### config.mk
export PLATFORM = sky130hd
export DESIGN_NAME = filled_circle_span_generator_unit
export DESIGN_NICKNAME = d
export VERILOG_FILES = /design/src/sv/fcsg_pkg.sv /design/src/sv/fcsg_ctrl.sv /design/src/sv/fcsg_datapath.sv /design/src/sv/filled_circle_span_generator_unit.sv
export VERILOG_INCLUDE_DIRS = /design/src /design/src/sv
export SDC_FILE = /design/constraint.sdc
export NUM_CORES = 1
export LEC_CHECK = 0
export ABC_AREA = 1
export BUFFER_PORTS_ARGS = -buffer_cell sky130_fd_sc_hd__buf_2
export CORE_MARGIN = 2
export CORE_UTILIZATION = 55
export CTS_CLUSTER_DIAMETER = 100
export CTS_CLUSTER_SIZE = 28
export DETAILED_ROUTE_END_ITERATION = 7
export HOLD_SLACK_MARGIN = 0.02
export PLACE_DENSITY = 0.78
export SLEW_MARGIN = 20
export SYNTH_ARGS = -nofsm -noshare
export SYNTH_HDL_FRONTEND = slang
export SYNTH_SLANG_ARGS = --single-unit
### constraint.sdc
create_clock -name clk -period 7 [get_ports clk]
set_clock_uncertainty 0.1 [all_clocks]
set_input_delay 0.7 -clock clk [delete_from_list [all_inputs] [get_ports clk]]
set_output_delay 0.7 -clock clk [all_outputs]
set_load 0.05 [all_outputs]
### src/sv/filled_circle_span_generator_unit_macros.svh
// ---------------------------------------------------------------------------
// Filled circle span generator assertion macros
// Shared assertion shorthands; the asserting module supplies clk and rst.
// ---------------------------------------------------------------------------
`ifndef FILLED_CIRCLE_SPAN_GENERATOR_UNIT_MACROS_SVH
`define FILLED_CIRCLE_SPAN_GENERATOR_UNIT_MACROS_SVH

// Checks that a property holds at every clock edge outside reset.
`define FCSG_ASSERT(lbl, prop, msg) \
  lbl: assert property (@(posedge clk) disable iff (rst) (prop)) else $error(msg);

// Checks that a condition in one cycle is followed by another in the next.
`define FCSG_ASSERT_NEXT(lbl, ante, cons, msg) \
  `FCSG_ASSERT(lbl, (ante) |=> (cons), msg)

`endif

### src/sv/fcsg_pkg.sv
// ---------------------------------------------------------------------------
// Filled circle span generator package
// Constants, widths and controller/datapath interface types.
// ---------------------------------------------------------------------------
package fcsg_pkg;

  localparam int MAX_RADIUS = 40;
  localparam int COORD_BITS = 8;

  localparam int CENTER_W = 8;
  localparam int RADIUS_W = 6;
  localparam int SYMBOL_W = 8;
  localparam int SPAN_W   = 10;
  localparam int DEC_W    = 12;

  localparam logic [CENTER_W-1:0] CENTER_MASK = (COORD_BITS >= CENTER_W) ?
      {CENTER_W{1'b1}} : CENTER_W'((1 << COORD_BITS) - 1);
  localparam logic [RADIUS_W-1:0] RADIUS_LIMIT = RADIUS_W'(MAX_RADIUS);

  typedef struct packed {
    logic load;
    logic emit_a;
    logic emit_b;
  } fcsg_cmd_t;

  typedef struct packed {
    logic stop;
  } fcsg_stat_t;

endpackage

### src/sv/fcsg_ctrl.sv
// ---------------------------------------------------------------------------
// Filled circle span controller
// Sequences the two spans of each midpoint step and drives busy.
// ---------------------------------------------------------------------------
module fcsg_ctrl (
  input  logic               clk,
  input  logic               rst,
  input  logic               start,
  input  fcsg_pkg::fcsg_stat_t stat,
  output fcsg_pkg::fcsg_cmd_t  cmd,
  output logic               busy
);
  import fcsg_pkg::*;

  typedef enum logic [1:0] {
    IDLE,
    SPAN_A,
    SPAN_B
  } state_t;

  state_t state;
  state_t state_next;

  always_comb begin
    cmd.load   = start && !busy;
    cmd.emit_a = (state == SPAN_A);
    cmd.emit_b = (state == SPAN_B);
    state_next = state;
    unique case (state)
      IDLE: begin
        if (start) begin
          state_next = SPAN_A;
        end
      end
      SPAN_A: begin
        state_next = SPAN_B;
      end
      SPAN_B: begin
        state_next = stat.stop ? IDLE : SPAN_A;
      end
      default: begin
        state_next = IDLE;
      end
    endcase
  end

  always_ff @(posedge clk) begin
    if (rst) begin
      state <= IDLE;
      busy  <= 1'b0;
    end else begin
      state <= state_next;
      busy  <= (state_next != IDLE);
    end
  end

endmodule

### src/sv/fcsg_datapath.sv
// ---------------------------------------------------------------------------
// Filled circle span datapath
// Holds the circle command, runs the midpoint terms and registers each span.
// ---------------------------------------------------------------------------
module fcsg_datapath (
  input  logic                             clk,
  input  logic                             rst,
  input  fcsg_pkg::fcsg_cmd_t              cmd,
  output fcsg_pkg::fcsg_stat_t             stat,
  input  logic [fcsg_pkg::CENTER_W-1:0]    center_col,
  input  logic [fcsg_pkg::CENTER_W-1:0]    center_row,
  input  logic [fcsg_pkg::RADIUS_W-1:0]    circle_radius,
  input  logic [fcsg_pkg::SYMBOL_W-1:0]    fill_symbol,
  output logic                             strobe,
  output logic signed [fcsg_pkg::SPAN_W-1:0] row_upper,
  output logic signed [fcsg_pkg::SPAN_W-1:0] row_lower,
  output logic signed [fcsg_pkg::SPAN_W-1:0] col_left,
  output logic signed [fcsg_pkg::SPAN_W-1:0] col_right,
  output logic [fcsg_pkg::SYMBOL_W-1:0]    span_symbol,
  output logic                             last_span
);
  import fcsg_pkg::*;

  logic [CENTER_W-1:0]     held_col;
  logic [CENTER_W-1:0]     held_row;
  logic [SYMBOL_W-1:0]     held_symbol;
  logic [RADIUS_W-1:0]     step_x;
  logic [RADIUS_W-1:0]     step_y;
  logic signed [DEC_W-1:0] decision;

  logic [RADIUS_W-1:0]     radius_sat;
  logic [RADIUS_W-1:0]     step_x_next;
  logic [RADIUS_W-1:0]     step_y_next;
  logic signed [DEC_W-1:0] decision_next;
  logic signed [DEC_W-1:0] step_diff;
  logic signed [SPAN_W-1:0] cy;
  logic signed [SPAN_W-1:0] cx;
  logic signed [SPAN_W-1:0] xs;
  logic signed [SPAN_W-1:0] ys;
  logic signed [SPAN_W-1:0] roff;
  logic signed [SPAN_W-1:0] coff;

  always_comb begin
    radius_sat  = (circle_radius > RADIUS_LIMIT) ? RADIUS_LIMIT : circle_radius;
    step_x_next = step_x + RADIUS_W'(1);
    step_y_next = (decision > 0) ? (step_y - RADIUS_W'(1)) : step_y;
    step_diff   = $signed({{(DEC_W-RADIUS_W){1'b0}}, step_x_next}) -
                  $signed({{(DEC_W-RADIUS_W){1'b0}}, step_y_next});
    if (decision > 0) begin
      decision_next = decision + (step_diff <<< 2) + DEC_W'(10);
    end else begin
      decision_next = decision + $signed({{(DEC_W-RADIUS_W-2){1'b0}}, step_x_next, 2'b00})
                      + DEC_W'(6);
    end
    stat.stop = (decision > 0) ?
                ({1'b0, step_y} <= ({1'b0, step_x} + (RADIUS_W+1)'(1))) :
                (step_y <= step_x);
    cy   = $signed({{(SPAN_W-CENTER_W){1'b0}}, held_row});
    cx   = $signed({{(SPAN_W-CENTER_W){1'b0}}, held_col});
    xs   = $signed({{(SPAN_W-RADIUS_W){1'b0}}, step_x});
    ys   = $signed({{(SPAN_W-RADIUS_W){1'b0}}, step_y});
    roff = cmd.emit_b ? xs : ys;
    coff = cmd.emit_b ? ys : xs;
  end

  always_ff @(posedge clk) begin
    if (rst) begin
      strobe    <= 1'b0;
      last_span <= 1'b0;
    end else begin
      strobe    <= cmd.emit_a || cmd.emit_b;
      last_span <= cmd.emit_b && stat.stop;
    end
  end

  always_ff @(posedge clk) begin
    if (cmd.load) begin
      held_col    <= center_col & CENTER_MASK;
      held_row    <= center_row & CENTER_MASK;
      held_symbol <= fill_symbol;
      step_x      <= '0;
      step_y      <= radius_sat;
      decision    <= DEC_W'(3) - $signed({{(DEC_W-RADIUS_W-1){1'b0}}, radius_sat, 1'b0});
    end else if (cmd.emit_b) begin
      step_x      <= step_x_next;
      step_y      <= step_y_next;
      decision    <= decision_next;
    end
    if (cmd.emit_a || cmd.emit_b) begin
      row_upper   <= cy - roff;
      row_lower   <= cy + roff;
      col_left    <= cx - coff;
      col_right   <= cx + coff;
      span_symbol <= held_symbol;
    end
  end

endmodule

### src/sv/filled_circle_span_generator_unit.sv
// ---------------------------------------------------------------------------
// Filled circle span generator
// Turns one circle command into horizontal fill spans by midpoint iteration.
//
//   Channel  Handshake               Ports
//   command  start && !busy          center_col center_row circle_radius
//                                    fill_symbol
//   span     strobe, one cycle       row_upper row_lower col_left col_right
//                                    span_symbol last_span
//
// A circle of N midpoint steps (about radius/sqrt(2) + 1) gives 2N spans,
// one per cycle from the shared step datapath.
// Spans appear in the cycle after the controller issues them.
// Synchronous reset returns the block to idle with no span pending.
// Spans cannot be stalled; each is valid for exactly its strobe cycle.
// ---------------------------------------------------------------------------
`include "filled_circle_span_generator_unit_macros.svh"

module filled_circle_span_generator_unit (
  input  logic                             clk,
  input  logic                             rst,
  input  logic                             start,
  output logic                             busy,
  input  logic [fcsg_pkg::CENTER_W-1:0]    center_col,
  input  logic [fcsg_pkg::CENTER_W-1:0]    center_row,
  input  logic [fcsg_pkg::RADIUS_W-1:0]    circle_radius,
  input  logic [fcsg_pkg::SYMBOL_W-1:0]    fill_symbol,
  output logic                             strobe,
  output logic signed [fcsg_pkg::SPAN_W-1:0] row_upper,
  output logic signed [fcsg_pkg::SPAN_W-1:0] row_lower,
  output logic signed [fcsg_pkg::SPAN_W-1:0] col_left,
  output logic signed [fcsg_pkg::SPAN_W-1:0] col_right,
  output logic [fcsg_pkg::SYMBOL_W-1:0]    span_symbol,
  output logic                             last_span
);
  import fcsg_pkg::*;

  fcsg_cmd_t  cmd;
  fcsg_stat_t stat;

  fcsg_ctrl u_ctrl (
    .clk   (clk),
    .rst   (rst),
    .start (start),
    .stat  (stat),
    .cmd   (cmd),
    .busy  (busy)
  );

  fcsg_datapath u_datapath (
    .clk           (clk),
    .rst           (rst),
    .cmd           (cmd),
    .stat          (stat),
    .center_col    (center_col),
    .center_row    (center_row),
    .circle_radius (circle_radius),
    .fill_symbol   (fill_symbol),
    .strobe        (strobe),
    .row_upper     (row_upper),
    .row_lower     (row_lower),
    .col_left      (col_left),
    .col_right     (col_right),
    .span_symbol   (span_symbol),
    .last_span     (last_span)
  );

  `FCSG_ASSERT(a_last_has_strobe, last_span |-> strobe, "last span flagged without strobe")
  `FCSG_ASSERT_NEXT(a_accept_sets_busy, start && !busy, busy, "accepted command did not set busy")
  `FCSG_ASSERT(a_more_spans_busy, strobe && !last_span |-> busy, "spans pending while idle")
  `FCSG_ASSERT(a_idle_ends_circle, $fell(busy) |-> strobe && last_span, "busy fell before last span")

endmodule

==> flow_metrics.py <==
metrics = {
    "status": {
        "status": "finished, final reports clean",
    },
    "power_and_ir_drop": {
        "swShare_pct": 44.62,
        "power_mw": 2.594,
        "switching_power_mw": 1.157,
        "clkPwrFrac_pct": 18.2,
        "ir_worst_vdd_v": 0.0002870,
        "p_leak_nw": 3.417,
        "pwr-share-comb_pct": 49.5,
        "seq_power_share_pct": 32.3,
        "p_int_mw": 1.437,
        "power.density_nw_per_um2": 363.9,
    },
    "global_route": {
        "overflow": 0,
        "track_usage_pct": 22.80,
        "grt_pass1_vias": 4911,
        "grt_max_degree": 46,
        "grt_pass1_wl_mm": 22.63,
        "antenna_found_initial": 0,
    },
    "setup_path": {
        "rr_worst_depth": 25,
        "crit_arrival_ns": 4.40,
        "r2r_end": "u_datapath.decision[11]$_DFFE_PP_",
        "crit_start": "u_datapath.decision[11]$_DFFE_PP_",
        "crit_end": "u_datapath.decision[11]$_DFFE_PP_",
        "critPathKind": "register to register",
        "rr_startpoint": "u_datapath.decision[11]$_DFFE_PP_",
        "required_ns": 7.00,
        "start_kind": "register",
        "r2r_setup_slack_ns": 2.60,
        "path_max_fanout": 17,
        "cp-end-kind": "register",
    },
    "synthesis": {
        "synthDistinctLibCells": 44,
        "netlist_instances": 669,
        "ys_seq_area_share_pct": 43.90,
        "synth_warnings": 0,
        "syn_area_um2": 6316,
        "synth-seq-cells": 96,
        "yosysTopAreaCell": "edfxtp_1",
        "postSynthAreaPerCell_um2": 9.441,
        "synth_top_area_share_pct": 40.41,
        "yosys-top-cells-area": "edfxtp_1, ha_1, inv_1, nand2_1, a21oi_1",
    },
    "placed_design": {
        "placed_area_um2": 6848,
        "gp_congestion": 0.9141,
        "place_hpwl_mm": 10.15,
        "portBuffers": 81,
    },
    "clock_network": {
        "cts_resized": 0,
        "numCtsBuffers": 9,
        "cts_setup_buffers": 0,
        "cts_tree": "done",
        "clockRootBuffer": "clkbuf_16",
        "htreeDepth": 3,
        "cts.sinks": 96,
        "clk-insertion-delay-late_ns": 0.36,
        "cts_hold_buffers": 0,
        "ctsLongestPathBuffers": 2,
        "cts.clk_slew.worst_paths_ns": 0.07,
    },
    "detailed_routing": {
        "wl_per_cell_um": 14.84,
        "dr.pass1.iters": 5,
        "route.vias.total": 4865,
        "drc": 0,
        "drt-total-wl_mm": 13.36,
        "ant_nets": 0,
        "vias_per_cell": 5.406,
        "drt-initial-drc-count": 320,
    },
    "sta": {
        "hold_viol": 0,
        "setup_violations": 0,
        "max_clock_freq_mhz": 227.2,
        "tns_ns": 0,
        "slew_headroom_pct": 32.73,
        "worst_pin_slew_ns": 1.009,
        "finalMaxSlewViolations": 0,
        "min_period_over_period_pct": 62.89,
        "finalCriticalPeriod_ns": 4.402,
        "grt_setup_unrepaired": "no",
    },
    "finish": {
        "layout.nets": 871,
        "utilization_pct": 62.96,
        "finalInstanceArea_um2": 7128,
        "layout_common_cells": "inv_1, nand2_1, edfxtp_1, buf_2, ha_1",
        "layout-drive-gt1-share_pct": 17.31,
        "areaGrowthSynthToFinish_pct": 12.86,
        "diodes": 0,
    },
    "die": {
        "die_w_um": 111.2,
        "die_y_um": 111.2,
        "ios": 84,
        "coreArea_um2": 11320,
        "rows": 39,
        "die_area_um2": 12360,
        "initial_core_util_pct": 55.79,
    },
    "min_path": {
        "hp-class": "register to register",
    },
    "flow_run": {
        "drv_cap": 0,
    },
}
[routing by layer]
metal	part of all wire, %	GRT usage (%)
met1	42	27.23
met2	51	40.77
met3	5.4	5.413
met4	1.8	6.914
met5	0	0
[power groups by stage]
stage               Combinational [mW]  Clock [mW]  Sequential, mW
floorplan                        0.806           0            1.01
global placement                  1.21           0           0.843
detailed placement                1.26           0           0.851
CTS                               1.27       0.483           0.838
global route                      1.43       0.502           0.850
finish                            1.28       0.473           0.838
[cell type report]
type	instances	area, µm²
Fill cell	935	4193
Multi-Input combinational cell	453	3070
Sequential cell	96	2773
Timing Repair Buffer	82	412.9
Inverter	110	412.9
Clock buffer	9	225.2
Tap cell	143	178.9
Clock inverter	7	55.05
[logic make-up (layout without fill, tap and decap cells)]
group           count (synthesis)  after routing  share of synthesized area (%)
flops                          96             96                          43.90
fa+ha+maj                      86             86                          17.75
other cells                     1              2                        0.05937
simple gates                  210            210                          14.66
compound gates                122            122                          11.39
xor+xnor                       33             33                          4.576
buf+inv                       121            208                          7.666
[worst max-delay path, stage by stage, from the launching register on]
cell,delay [ns]
edfxtp_1,0.83
inv_2,0.27
nand3_1,0.22
nor2_1,0.07
xor2_1,0.13
inv_1,0.07
ha_1,0.30
nand2_1,0.08
inv_1,0.09
nand4_2,0.12
nand3_2,0.10
inv_1,0.07
ha_1,0.29
ha_1,0.34
inv_1,0.12
o21ai_0,0.13
a21oi_1,0.20
nand3_1,0.11
nand2_1,0.07
nand2_1,0.06
inv_1,0.05
nand3_1,0.07
nand3_1,0.07
nand2_1,0.06
nand2_1,0.05
nand2_1,0.05
[metrics by stage]
stage	hold slack (ns)	cells	setup WS, ns
after global routing	0.3245	900	2.274
after CTS	0.3217	900	2.626
final	0.3200	900	2.598
after detailed placement	0.3054	884	2.653
after global placement	0.3010	884	2.860
after floorplan	0.3003	670	3.319
[synthesized netlist by cell type]
cell type  number
fa_1            6
xnor2_1         7
a21o_1          4
xor2_1         26
nand3_1        22
nand2_1       104
o21bai_2        4
inv_2           5
o21a_1          4
ha_1           80
nor2_1         52
a211oi_1        1
o31ai_2         1
o21ai_2         1
conb_1          1
a32oi_1         1
edfxtp_1       85
nand2_2         6
or2_2           2
clkinv_1        1
clkbuf_1        4
nand4_2         2
nor3_1          8
dfxtp_1        11
o21ai_1         4
o21ai_0        34
inv_1         104
nand4_1         4
a211o_1         1
a31oi_1         3
o21bai_1        5
or2_1           1
a21oi_1        48
o22ai_1         3
a22oi_1         1
o31ai_1         2
nor2_2          3
nand2_4         3
nor2_4          1
a21oi_2         2
nand3_2         2
o211ai_1        3
buf_6           1
buf_4           6
[sequential cells by signal (all words and copies together) (netlist names)]
name                    cells
u_datapath.last_span        1
u_datapath.strobe           1
u_datapath.held_row         8
u_datapath.held_symbol      8
u_ctrl.busy                 1
u_datapath.step_y           6
u_datapath.held_col         8
u_ctrl.state                2
u_datapath.col_right        8
u_datapath.step_x           6
u_datapath.col_left        10
u_datapath.row_upper        9
u_datapath.row_lower        9
u_datapath.span_symbol      8
u_datapath.decision        11
[how the worst min path moves through the flow]
| stage | from | end | slack [ns] | cells after the start |
|---|---|---|---|---|
| after floorplan | u_datapath.held_symbol[0]$_DFFE_PP_ | u_datapath.span_symbol[0]$_DFFE_PP_ | 0.30 | 0 |
| after global placement | u_datapath.held_symbol[5]$_DFFE_PP_ | u_datapath.span_symbol[5]$_DFFE_PP_ | 0.30 | 0 |
| after detailed placement | u_datapath.held_symbol[7]$_DFFE_PP_ | u_datapath.span_symbol[7]$_DFFE_PP_ | 0.31 | 0 |
| after CTS | u_datapath.held_symbol[6]$_DFFE_PP_ | u_datapath.span_symbol[6]$_DFFE_PP_ | 0.32 | 0 |
| after global routing | u_datapath.held_symbol[3]$_DFFE_PP_ | u_datapath.span_symbol[3]$_DFFE_PP_ | 0.32 | 0 |
| final | u_datapath.held_symbol[7]$_DFFE_PP_ | u_datapath.span_symbol[7]$_DFFE_PP_ | 0.32 | 0 |
(Power assumes the default switching activity.)
